`config.mk`:
```
export PLATFORM = sky130hd
export DESIGN_NAME = edt_ram
export DESIGN_NICKNAME = d
export VERILOG_FILES = /design/src/edt_ram.sv
export SDC_FILE = /design/constraint.sdc
export NUM_CORES = 2
export LEC_CHECK = 0
export BUFFER_PORTS_ARGS = -buffer_cell sky130_fd_sc_hd__buf_2
export CORE_UTILIZATION = 55
export CTS_CLUSTER_SIZE = 25
export DETAILED_ROUTE_END_ITERATION = 12
export PLACE_DENSITY_LB_ADDON = 0.12
export SLEW_MARGIN = 20
export SYNTH_ARGS = -nofsm -noshare
export SYNTH_HDL_FRONTEND = slang
export SYNTH_SLANG_ARGS = --single-unit
export TNS_END_PERCENT = 1
```
`constraint.sdc`:
```
create_clock -name clk -period 6.2 [get_ports clk]
set_clock_uncertainty 0.05 [all_clocks]
set_input_delay 1.24 -clock clk [delete_from_list [all_inputs] [get_ports clk]]
set_output_delay 1.24 -clock clk [all_outputs]
set_load 0.005 [all_outputs]
```
`src/edt_ram.sv`:
```
// Generic simple dual-port RAM: one write port, one read port, registered read.
// No dependencies.
module edt_ram #(
  parameter int WIDTH = 8,
  parameter int DEPTH = 256
) (
  input  logic                                  clk,
  input  logic                                  we,
  input  logic [((DEPTH > 1) ? $clog2(DEPTH) : 1)-1:0] waddr,
  input  logic [WIDTH-1:0]                      wdata,
  input  logic                                  re,
  input  logic [((DEPTH > 1) ? $clog2(DEPTH) : 1)-1:0] raddr,
  output logic [WIDTH-1:0]                      rdata
);

  logic [WIDTH-1:0] mem [DEPTH];
  logic [WIDTH-1:0] rdata_r;

  always_ff @(posedge clk) begin
    if (we) begin
      mem[waddr] <= wdata;
    end
    if (re) begin
      rdata_r <= mem[raddr];
    end
  end

  assign rdata = rdata_r;

endmodule

```
==> metrics.md <==
| Metric | Value |
|---|---|
| Grt met2 use | `0.4353` |
| Final period utilization | `0.6936` |
| Hold Vio Cnt, Final | `0` |
| # rows | `~140` |
| TritonCTS clock tree | `built` |
| Worst Setup Start Kind | `input pin` |
| CTS Buf Count | `200` |
| Post-route setup TNS | `0 ns` |
| HP Class | `input pin to register` |
| Initial antenna violation count | `17` |
| Seq/Total Area, Yosys | `0.7753` |
| Die Span Y | `382.5 µm` |
| Post-synth EDFFs | `2,056` |
| Slowest cell on crit path | `nor4_1` |
| Top cells by count, synth | `edfxtp_1 (2,056), mux4_2 (454), nor2_1 (282), mux2i_1 (134), a22oi_1 (133)` |
| Number of synthesized register bits | `around 2,100` |
| Final wirelength | `between 150,000 and 200,000 µm` |
| All-Layer GR Usage | `0.2713` |
| Syn nets | `~3,800` |
| GRT overflow | `0` |
| Synth Instances | `3,733` |
| Vias per cell | `about 6.6` |
| Final Non-Filler Cells | `5,903` |
| Crit path cell chain | `buf_8 -> or2b_1 -> buf_4 -> o221ai_1 -> o211ai_1 -> a21oi_1 -> nor4_1 -> nor4_1` |
| HPWL after DPL | `119,800 µm` |
| Yosys warns | `0` |
| Max Clock Freq | `around 230 MHz` |
| Worst slew pin tran | `between 1 and 1.5 ns` |
| Die span in x | `around 380 µm` |
| Die footprint | `around 150,000 µm²` |
| Worst R2R Setup Slack | `approximately 3.2 ns` |
| Maximum vdd drop | `~0.00024 V` |
| Synth Flop Type | `edfxtp_1` |
| First-pass DRT Iterations | `9` |
| DR vias | `about 39,000` |
| CP Capture Type | `register` |
| WS Path Type | `input pin to register` |
| Cell variety after synth | `54` |
| Placed cell count | `approximately 5,500` |
| Clock latency at the later pin of the worst-skew pair | `0.83 ns` |
| CP dominant cell by count | `nor4_1` |
| Met3 usage | `0.04900` |
| Routed Antenna Nets | `0` |
| IO Count | `35` |
| Slew Limit Fails | `0` |
| Leakage power | `between 20 and 30 nW` |
| First-pass GRT wire length | `approximately 280,000 µm` |
| Synth Area per Inst | `21.33 µm²` |
| FILL cells | `~9,900` |
| Largest net degree at the start of global routing | `around 150` |
| Busiest metal layer after global routing | `met2` |
| Post-synth ARST share | `0` |
| Port buffer count | `34` |
| Fin crit period | `4.300 ns` |
| Share of cells above drive strength 1 | `0.2206` |
| Outcome | `finished, violations left` |
| Worst EP required | `6.67 ns` |
| # clock sinks | `2,056` |
| Vias in the first global route | `slightly below 40,000` |
| Setup Viol. Count Final | `0` |
| Longest Clk Path Bufs | `3` |
| Initial DRC Count | `between 4,000 and 5,000` |
| Crit-path leading delay family | `simple AND/OR/NAND/NOR gates` |
| Failing checks | `DRC` |
| H-tree Lvls | `4` |
| Crit-path max FO | `between 90 and 100` |
| GPL Wtd Cong | `0.8676` |
| Area grow syn2layout | `10.56%` |
| # DRC | `5` |
| Hold_buf cts | `0` |
| CP bufs+invs | `2` |
| RSZ-0062 raised after global routing | `no` |
| Top-area cell type share of the netlist area | `0.7753` |
| Post_cts resized | `0` |
| Post-DR wirelength/cell | `33.18 µm` |
| CTS root buffer | `clkbuf_16` |
| WP data arrival | `approximately 4.8 ns` |
| Max-cap violations | `0` |
| Max stage delay on crit path | `approximately 0.90 ns` |
| Most frequent cell after synthesis | `edfxtp_1` |
| Fin nets | `~3,900` |
| Post-CTS setup buffers | `0` |
| Clk slew on worst S/H paths | `about 0.06 ns` |
| Cell taking the most area after synthesis | `edfxtp_1` |
| Slew margin rel. | `0.1984` |
| Starting Density | `0.5544` |
| Synthesized cell area | `about 80,000 µm²` |
| PD cells | `between 300 and 400 nW/µm²` |
| Core Region | `~140,000 µm²` |
| Met1 Resource Use GR | `0.3788` |
| Top area cells in the synthesized netlist | `edfxtp_1 (78%), mux4_2 (13%), mux2i_1 (1.7%)` |
[metrics by stage]
stage / hold WS [ns] / util / worst slack (ns) / power [mW] / cell area [µm²]
6_report: 0.8248 / 0.6129 / 1.900 / 28.17 / 88050
5_1_grt: 0.7994 / 0.6128 / 1.882 / 28.86 / 88030
3_3_place_gp: 1.132 / 0.5694 / 0.5020 / 16.98 / 81790
2_1_floorplan: 0.8142 / - / 2.834 / 16.38 / 79640
4_1_cts: 0.7889 / 0.6122 / 2.006 / 28.28 / 87940
3_5_place_dp: 1.064 / 0.5696 / 1.128 / 17.02 / 81820
[routing by layer]
layer	wire [µm]	part of all wire
met5	47	0.00024
met4	6654	0.034
met3	16560	0.085
met2	95960	0.49
met1	76650	0.39
[report_power, final]
group | total (mW) | leakage [nW] | internal [mW] | switching [mW]
sequential | 15.4 | 18.5 | 15.3 | 0.0258
combinational | 1.36 | 5.52 | 0.459 | 0.904
clock | 11.4 | 2.99 | 6.41 | 5.04
[registers in the layout, indices dropped and copies added (netlist names)]
register	flops
mem	2048
rdata	8
[layout by cell type (no fill, tap or decap), types with 13 or more instances in the layout]
cell type | netlist | routed
a211oi_1 | 16 | 15
a21oi_1 | 96 | 96
a221oi_1 | 13 | 13
a22oi_1 | 133 | 133
buf_12 | 8 | 15
buf_2 | 31 | 22
buf_4 | 27 | 79
clkbuf_1 | 111 | 37
clkbuf_16 | 0 | 204
clkinv_1 | 1 | 64
clkinv_2 | 0 | 33
edfxtp_1 | 2056 | 2056
mux2i_1 | 134 | 134
mux4_2 | 454 | 454
nand2_1 | 33 | 33
nand3_1 | 34 | 28
nor2_1 | 282 | 279
nor2b_1 | 31 | 28
nor3_1 | 22 | 20
nor4_1 | 24 | 18
o221ai_1 | 46 | 46
o22ai_1 | 28 | 28
[cell families (layout without fill, tap and decap cells)]
group	Yosys count	after routing	share of synthesized area
flops	2056	2056	0.7753
mux	591	591	0.1460
simple gates	466	466	0.02625
compound gates	385	385	0.03416
buf+inv	235	495	0.01829
other cells	0	7	0
[worst paths after layout]
path | start | endpoint | depth (start not counted)
min | wdata[7] | mem[152][7] | 1
min reg2reg | mem[40][3] | rdata[3] | 6
max reg2reg | mem[96][7] | rdata[7] | 6
max | raddr[1] | rdata[7] | 8
[final cells by class]
type / count / area [µm²] / share of cell area
repair buffers: 129 / 1226 / 0.01393
diodes: 7 / 17.52 / 0.0001989
well taps: 1903 / 2381 / 0.02704
flip-flops and latches: 2056 / 61740 / 0.7012
clock inverters: 123 / 873.3 / 0.009919
multi-input cells: 1442 / 16560 / 0.1881
clock buffers: 241 / 5244 / 0.05956
inverters: 2 / 7.507 / 0.00008526
No activity file was read; power rests on OpenSTA's default activity.
