==> src/edt_pkg.sv <==
// Shared types and constants for the edge dedup / degree tracker.
// No dependencies; the other files in src apart from edt_ram use it by scoped name.
package edt_pkg;

  localparam int NODES   = 256;
  localparam int IDX_W   = (NODES > 1) ? $clog2(NODES) : 1;
  localparam int NODE_W  = 8;
  localparam int CNT_W   = 9;

  localparam logic [CNT_W-1:0] COUNT_MAX = {CNT_W{1'b1}};

  typedef struct packed {
    logic [NODE_W-1:0] src_node;
    logic [NODE_W-1:0] dst_node;
  } in_item_t;

  typedef struct packed {
    logic              duplicate;
    logic [CNT_W-1:0]  src_out_degree;
    logic [CNT_W-1:0]  dst_in_degree;
    logic [CNT_W-1:0]  max_out_degree;
    logic [NODE_W-1:0] max_out_node;
    logic [CNT_W-1:0]  max_in_degree;
    logic [NODE_W-1:0] max_in_node;
  } out_item_t;

  // Candidate offered to a running-maximum tracker.
  typedef struct packed {
    logic              upd;
    logic [CNT_W-1:0]  cnt;
    logic [NODE_W-1:0] node;
  } cand_t;

endpackage

==> src/edt_max_track.sv <==
// Running maximum with lowest-index tie break for one degree table.
// Depends on edt_pkg.
module edt_max_track (
  input  logic                      clk,
  input  logic                      rst_n,
  input  edt_pkg::cand_t            cand,
  output logic [edt_pkg::CNT_W-1:0]  best_cnt,
  output logic [edt_pkg::NODE_W-1:0] best_node
);

  logic [edt_pkg::CNT_W-1:0]  best_cnt_r,  best_cnt_nxt;
  logic [edt_pkg::NODE_W-1:0] best_node_r, best_node_nxt;

  always_comb begin
    best_cnt_nxt  = best_cnt_r;
    best_node_nxt = best_node_r;
    if (cand.upd) begin
      if (cand.cnt > best_cnt_r) begin
        best_cnt_nxt  = cand.cnt;
        best_node_nxt = cand.node;
      end else if (cand.cnt == best_cnt_r && cand.node < best_node_r) begin
        best_node_nxt = cand.node;
      end
    end
  end

  always_ff @(posedge clk) begin
    if (!rst_n) begin
      best_cnt_r  <= '0;
      best_node_r <= '0;
    end else begin
      best_cnt_r  <= best_cnt_nxt;
      best_node_r <= best_node_nxt;
    end
  end

  // Expose the post-update value so the result shows this item's effect.
  assign best_cnt  = best_cnt_nxt;
  assign best_node = best_node_nxt;

endmodule

==> config.mk <==
export PLATFORM = sky130hd
export DESIGN_NAME = edt_max_track
export DESIGN_NICKNAME = d
export VERILOG_FILES = /design/src/edt_pkg.sv /design/src/edt_max_track.sv
export SDC_FILE = /design/constraint.sdc
export NUM_CORES = 1
export LEC_CHECK = 0
export BUFFER_PORTS_ARGS = -buffer_cell sky130_fd_sc_hd__buf_2
export CAP_MARGIN = 20
export CORE_ASPECT_RATIO = 1.4
export CORE_MARGIN = 5
export CORE_UTILIZATION = 57
export CTS_BUF_LIST = sky130_fd_sc_hd__clkbuf_4
export DETAILED_ROUTE_END_ITERATION = 8
export PLACE_DENSITY_LB_ADDON = 0.15
export SLEW_MARGIN = 5
export SYNTH_ARGS = -nofsm -noshare
export SYNTH_HDL_FRONTEND = slang
export SYNTH_SLANG_ARGS = --single-unit
==> constraint.sdc <==
create_clock -name clk -period 4.1 [get_ports clk]
set_clock_uncertainty 0.2 [all_clocks]
set_input_delay 0.205 -clock clk [delete_from_list [all_inputs] [get_ports clk]]
set_output_delay 0.205 -clock clk [all_outputs]
set_load 0.01 [all_outputs]
==> flow_metrics.py, run 1 <==
metrics = {
    "logic_synthesis": {
        "syn-num-nets": 164,
        "synth_area_leaders": "dfxtp_1 (28%), ha_1 (16%), mux2_2 (14%)",
        "ys_warn_count": 0,
        "ys_seq_elements": 17,
        "ys_seq_area_frac": 0.278,
        "synth_cell_types": 27,
        "syn_inst": 128,
        "yosysTopAreaCellShare": 0.278,
        "syn_area_per_cell_sq_um": 9.57,
        "syn_area_sq_um": 1220,
        "synth_top_cell_by_area": "dfxtp_1",
    },
    "pwr": {
        "power_density_nw_per_um2": 289,
        "vdd_drop_max_mv": 0.210,
        "power.total_uw": 435,
        "cellLeakagePower_nw": 0.754,
    },
    "sta": {
        "report.final.slew_viol_count": 0,
        "finalHoldViolations": 0,
        "finalCritPeriodShare": 0.787,
        "setup_viol": 0,
        "slew_headroom": 0.574,
        "setup_tns_ns": 0,
        "tightest_slew_ns": 0.639,
        "fmax_mhz": 310,
        "fin_crit_ns": 3.23,
        "rsz0062_at_grt": "no",
    },
    "place": {
        "dp_cells": 182,
        "dp_hpwl_microns": 1740,
        "gp_congestion": 0.733,
        "placed_cell_area_sq_um": 1400,
        "portBuffers": 36,
    },
    "route": {
        "drc": 0,
        "vias": 996,
        "wl_per_cell_microns": 11.3,
        "drt_iter0_drc": 5,
        "antenna_left": 0,
        "drt_wl_total_microns": 2180,
        "drt_pass1_iterations": 2,
        "vias_per_cell": 5.13,
    },
    "critical_path": {
        "cp-startpoint": "best_cnt_r[4]$_SDFF_PN0_",
        "end_kind": "output port",
        "r2r_start": "best_cnt_r[8]$_SDFF_PN0_",
        "reg2reg_to": "best_cnt_r[0]$_SDFF_PN0_",
        "crit_path_end": "best_node[1]",
        "crit_required_ns": 3.69,
        "critPathArrivalTime_ns": 2.82,
        "crit_type": "flip-flop to output port",
        "reg2reg_depth": 9,
        "regToRegSetupSlack_ns": 1.48,
        "cp_max_fo": 16,
        "worstSetupStartpointType": "flip-flop",
    },
    "clock_tree": {
        "cts_buffers": 3,
        "clk_pin_slew_ns": 0.10,
        "clock_path_buffers": 2,
        "insertion_delay_ns": 0.28,
        "cts-htree-levels": 1,
        "clkSinkCount": 17,
        "cts_hold_buf": 8,
        "cts.root.buffer_cell": "clkbuf_4",
        "ctsResizeCount": 0,
        "postCtsSetupRepairBufs": 0,
        "cts_tree": "built",
    },
    "floorplanning": {
        "die_h_microns": 64.9,
        "ios": 37,
        "die-width_microns": 49.2,
        "fp.dieArea_sq_um": 3190,
        "initial_core_util": 0.576,
        "core_area_sq_um": 2130,
        "rows": 20,
    },
    "final_layout": {
        "finish.instance_area_sq_um": 1510,
        "fin_cells": 194,
        "post_route_cells_drive_above_1_share": 0.372,
        "syn2layout_area_growth_pct": 23.1,
        "fin_nets": 209,
        "diodes": 0,
        "nFillCells": 189,
    },
    "global_route": {
        "grt_overflow_total": 0,
        "grt_pass1_vias": 981,
        "grt_pass1_wl_microns": 3930,
        "grtUsageTotal": 0.149,
        "antenna_found_initial": 0,
        "grt_max_degree": 26,
    },
    "flow_run": {
        "cap_violations": 0,
    },
    "status": {
        "status": "finished clean",
    },
    "hold_path": {
        "hp-class": "input port to flip-flop",
    },
}
==> registers in the layout, summed over array words and instances, names as in the netlist <==
register and flops:
best_node_r 8, best_cnt_r 9
==> metrics by stage <==
step                setup slack (ns)  hold WS (ns)  utilization
floorplan                       1.52         0.144            -
global placement                1.27         0.256        0.657
detailed placement              1.16         0.270        0.657
CTS                            0.841        0.0778        0.709
global route                   0.688        0.0802        0.709
finish                         0.872        0.0803        0.709
==> how the worst min path moves through the flow <==
stage	cells past startpoint	slack (ns)	start	end
final	3	0.08	cand[12]	best_cnt_r[4]$_SDFF_PN0_
after global routing	3	0.08	cand[16]	best_cnt_r[8]$_SDFF_PN0_
after CTS	3	0.08	cand[12]	best_cnt_r[4]$_SDFF_PN0_
after detailed placement	2	0.27	best_node_r[0]$_SDFF_PN0_	best_node_r[0]$_SDFF_PN0_
after global placement	2	0.26	best_node_r[7]$_SDFF_PN0_	best_node_r[7]$_SDFF_PN0_
after floorplan	2	0.14	cand[0]	best_node_r[0]$_SDFF_PN0_
==> layout make-up <==
| cell class | instances | area, sq um | area share |
|---|---|---|---|
| Inverter | 18 | 67.6 | 0.0448 |
| Timing Repair Buffer | 45 | 268 | 0.178 |
| Multi-Input combinational cell | 88 | 774 | 0.514 |
| Tap cell | 22 | 27.5 | 0.0183 |
| Sequential cell | 17 | 340 | 0.226 |
| Clock buffer | 4 | 30.0 | 0.0199 |
==> worst max-delay path: stages (launching register included) <==
cell	delay (ns)
dfxtp_1	0.34
inv_1	0.04
ha_1	0.31
a21oi_2	0.14
o21ai_1	0.08
a2111oi_2	0.38
nor3b_1	0.15
a31oi_4	0.55
mux2_2	0.41
buf_2	0.14
==> cell usage in the layout, fill, tap and decap left out, drive strengths merged, types with 4 or more instances in the layout <==
cell         synthesis  layout
dfxtp               17      17
buf                  2      37
mux2i                8       8
ha                  16      16
mux2                17      17
dlygate4sd3          0       8
clkbuf               3       4
and2                 9       9
inv                 18      18
nand2               17      17
==> where the power goes <==
group	internal (mW)	switching, mW	leakage, nW
logic	0.0808	0.0731	0.596
clock network	0.0443	0.0517	0.0184
registers	0.178	0.00697	0.139
==> layer usage <==
| layer | share of wire | vias to the layer above | routed length, microns | GRT usage |
|---|---|---|---|---|
| met5 | 0 | - | 0 | 0 |
| met4 | 0.0087 | 0 | 19 | 0.0505 |
| met3 | 0.062 | 2 | 136 | 0.0276 |
| met2 | 0.54 | 20 | 1170 | 0.285 |
| met1 | 0.39 | 455 | 859 | 0.157 |
| li1 | - | 519 | - | - |
==> kinds of logic (layout without fill, tap and decap cells) <==
logic type / after synthesis / count (layout) / synth area share
muxes: 25 / 25 / 0.228
DFF: 17 / 17 / 0.278
AOI/OAI and AO/OA: 12 / 12 / 0.0919
buffers and inverters: 23 / 67 / 0.0899
adders and majority gates: 16 / 16 / 0.163
and+or+nand+nor: 35 / 35 / 0.149
==> cells in the mapped netlist (all sizes together) <==
master / number
a21o: 2
a31oi: 1
buf: 2
mux2: 17
a211o: 1
o21ai: 2
clkbuf: 3
dfxtp: 17
nor3b: 1
nor3: 2
ha: 16
inv: 18
o2111ai: 1
nand4: 2
nor2: 1
and2: 9
mux2i: 8
a221oi: 1
nand2b: 2
and3: 1
a211oi: 1
a21oi: 2
a2111oi: 1
nand2: 17
No activity file was read; power rests on OpenSTA's default activity.
==> run 2: changes to the inputs <==
--- a/config.mk
+++ b/config.mk
@@ -9,7 +9,7 @@
 export CAP_MARGIN = 20
 export CORE_ASPECT_RATIO = 1.4
 export CORE_MARGIN = 5
-export CORE_UTILIZATION = 57
+export CORE_UTILIZATION = 53
 export CTS_BUF_LIST = sky130_fd_sc_hd__clkbuf_4
 export DETAILED_ROUTE_END_ITERATION = 8
 export PLACE_DENSITY_LB_ADDON = 0.15
==> constraint.sdc (replaced) <==
create_clock -name clk -period 3.2 [get_ports clk]
set_clock_uncertainty 0.2 [all_clocks]
set_input_delay 0.16 -clock clk [delete_from_list [all_inputs] [get_ports clk]]
set_output_delay 0.16 -clock clk [all_outputs]
set_load 0.01 [all_outputs]
==> run 2 against run 1 <==
Net effect:
- register-to-register slack worse by 0.95 ns
- sequential share of layout area down 0.73 points
- count of clock-buffer cells in the layout unchanged
- critical path depth unchanged
- power up 33%
- worst setup slack worse by 0.68 ns
- non-clock buffer count up 5
- sequential power up 28%
- clock power up 31%
- via count up 1.7%
- worst hold slack worse by 0.049 ns
- critical path type unchanged
- largest cell class unchanged
==> flow_metrics.py, run 2 (synthesis results as in run 1) <==
metrics = {
    "route": {
        "vias_per_cell": 5.09,
        "vias": 1013,
        "drt_iter0_drc": 10,
        "wl_per_cell_microns": 11.6,
        "antenna_left": 0,
        "drc": 0,
        "drt_pass1_iterations": 3,
        "drt_wl_total_microns": 2320,
    },
    "clock_tree": {
        "clock_path_buffers": 2,
        "insertion_delay_ns": 0.29,
        "cts-htree-levels": 1,
        "cts.root.buffer_cell": "clkbuf_4",
        "clkSinkCount": 17,
        "cts_buffers": 3,
        "ctsResizeCount": 0,
        "cts_tree": "built",
        "clk_pin_slew_ns": 0.10,
    },
    "status": {
        "status": "finished clean",
    },
    "critical_path": {
        "crit_required_ns": 2.84,
        "reg2reg_to": "best_cnt_r[4]$_SDFF_PN0_",
        "r2r_start": "best_cnt_r[8]$_SDFF_PN0_",
        "cp_max_fo": 9,
        "critPathArrivalTime_ns": 2.65,
        "crit_type": "flip-flop to output port",
        "regToRegSetupSlack_ns": 0.53,
        "end_kind": "output port",
        "worstSetupStartpointType": "flip-flop",
        "reg2reg_depth": 9,
        "crit_path_end": "best_cnt[4]",
        "cp-startpoint": "best_cnt_r[8]$_SDFF_PN0_",
    },
    "sta": {
        "fin_crit_ns": 3.01,
        "finalHoldViolations": 0,
        "fmax_mhz": 332,
        "rsz0062_at_grt": "no",
        "setup_tns_ns": 0,
        "report.final.slew_viol_count": 0,
        "setup_viol": 0,
        "finalCritPeriodShare": 0.942,
        "tightest_slew_ns": 0.462,
        "slew_headroom": 0.691,
    },
    "final_layout": {
        "postLayoutCoreUtil": 0.707,
        "final_cell_mix": "buf_2 (36), inv_1 (18), nand2_1 (17), dfxtp_1 (17), ha_1 (16)",
        "syn2layout_area_growth_pct": 27.2,
        "diodes": 0,
        "post_route_cells_drive_above_1_share": 0.390,
        "top_register": "best_cnt_r",
        "fin_nets": 214,
        "layout_commonest_cell": "buf_2",
        "largestRegisters": "best_cnt_r x9, best_node_r x8",
        "largest_reg_flops": 9,
    },
    "pwr": {
        "vdd_drop_max_mv": 0.299,
        "power_density_nw_per_um2": 370,
        "cellLeakagePower_nw": 0.782,
    },
    "global_route": {
        "grt_max_degree": 26,
        "grt_overflow_total": 0,
        "grt_pass1_wl_microns": 4170,
        "grt_pass1_vias": 1025,
        "grtUsageTotal": 0.158,
        "antenna_found_initial": 0,
    },
    "floorplanning": {
        "rows": 20,
        "ios": 37,
        "initial_core_util": 0.556,
        "fp.dieArea_sq_um": 3390,
        "die-width_microns": 50.6,
        "core_area_sq_um": 2200,
        "die_h_microns": 66.9,
    },
    "place": {
        "portBuffers": 36,
        "dp_hpwl_microns": 1820,
        "gp_congestion": 0.756,
    },
    "flow_run": {
        "cap_violations": 0,
    },
    "hold_path": {
        "hp-class": "input port to flip-flop",
    },
}
run 2: cell types whose count changed in the layout (fill, tap and decap cells not counted):
cell    delta
buf_12     +1
buf_4      +4
run 2: routing by layer:
| layer | track usage | part of all wire | vias to the layer above |
|---|---|---|---|
| met5 | 0 | 0 | - |
| met1 | 0.184 | 0.41 | 452 |
| met3 | 0.0224 | 0.059 | 4 |
| met2 | 0.275 | 0.51 | 23 |
| met4 | 0.0767 | 0.017 | 0 |
| li1 | - | - | 534 |
run 2: worst min path at each step:
stage	startpoint	to	slack [ns]	depth (start not counted)
floorplan	cand[0]	best_node_r[0]$_SDFF_PN0_	0.1	2
global placement	cand[0]	best_node_r[0]$_SDFF_PN0_	0.22	3
detailed placement	cand[4]	best_node_r[4]$_SDFF_PN0_	0.23	3
CTS	cand[13]	best_cnt_r[5]$_SDFF_PN0_	0.02	3
global route	cand[10]	best_cnt_r[2]$_SDFF_PN0_	0.02	3
finish	cand[10]	best_cnt_r[2]$_SDFF_PN0_	0.03	3
run 2: final cells by class:
class	instances	area, sq um
multi-input cells	88	774
repair buffers	50	318
fillers	184	644
inverters	18	67.6
well taps	22	27.5
clock buffers	4	30.0
flip-flops and latches	17	340
run 2: where the power goes:
| group | internal (mW) | switching [mW] | leakage (nW) | total (mW) |
|---|---|---|---|---|
| logic | 0.115 | 0.0976 | 0.624 | 0.213 |
| registers | 0.228 | 0.00916 | 0.139 | 0.237 |
| clock network | 0.0569 | 0.0695 | 0.0184 | 0.126 |
| total | 0.400 | 0.176 | 0.782 | 0.576 |
run 2: worst max-delay path: stages, from the launching register on:
cell,delay [ns]
dfxtp_1,0.34
inv_1,0.04
ha_1,0.28
nand4_1,0.20
nor3_2,0.23
a2111oi_2,0.07
nor3b_1,0.42
buf_4,0.27
mux2_2,0.36
buf_2,0.14
run 2: what timing repair did:
action                                  CTS  global route
hold buffers                              8             0
endpoints found under the hold margin     8             0
buffers inserted                          0             4
endpoints found under the setup margin    0             8
run 2: stage by stage:
stage	setup slack (ns)	hold slack, ns	cell area [sq um]	instances	total power, mW
floorplan	0.667	0.0988	1220	128	0.383
global placement	0.463	0.224	1410	183	0.433
detailed placement	0.393	0.233	1410	183	0.438
CTS	0.0514	0.0176	1520	195	0.577
global route	0.00243	0.0216	1560	199	0.630
finish	0.187	0.0309	1560	199	0.576
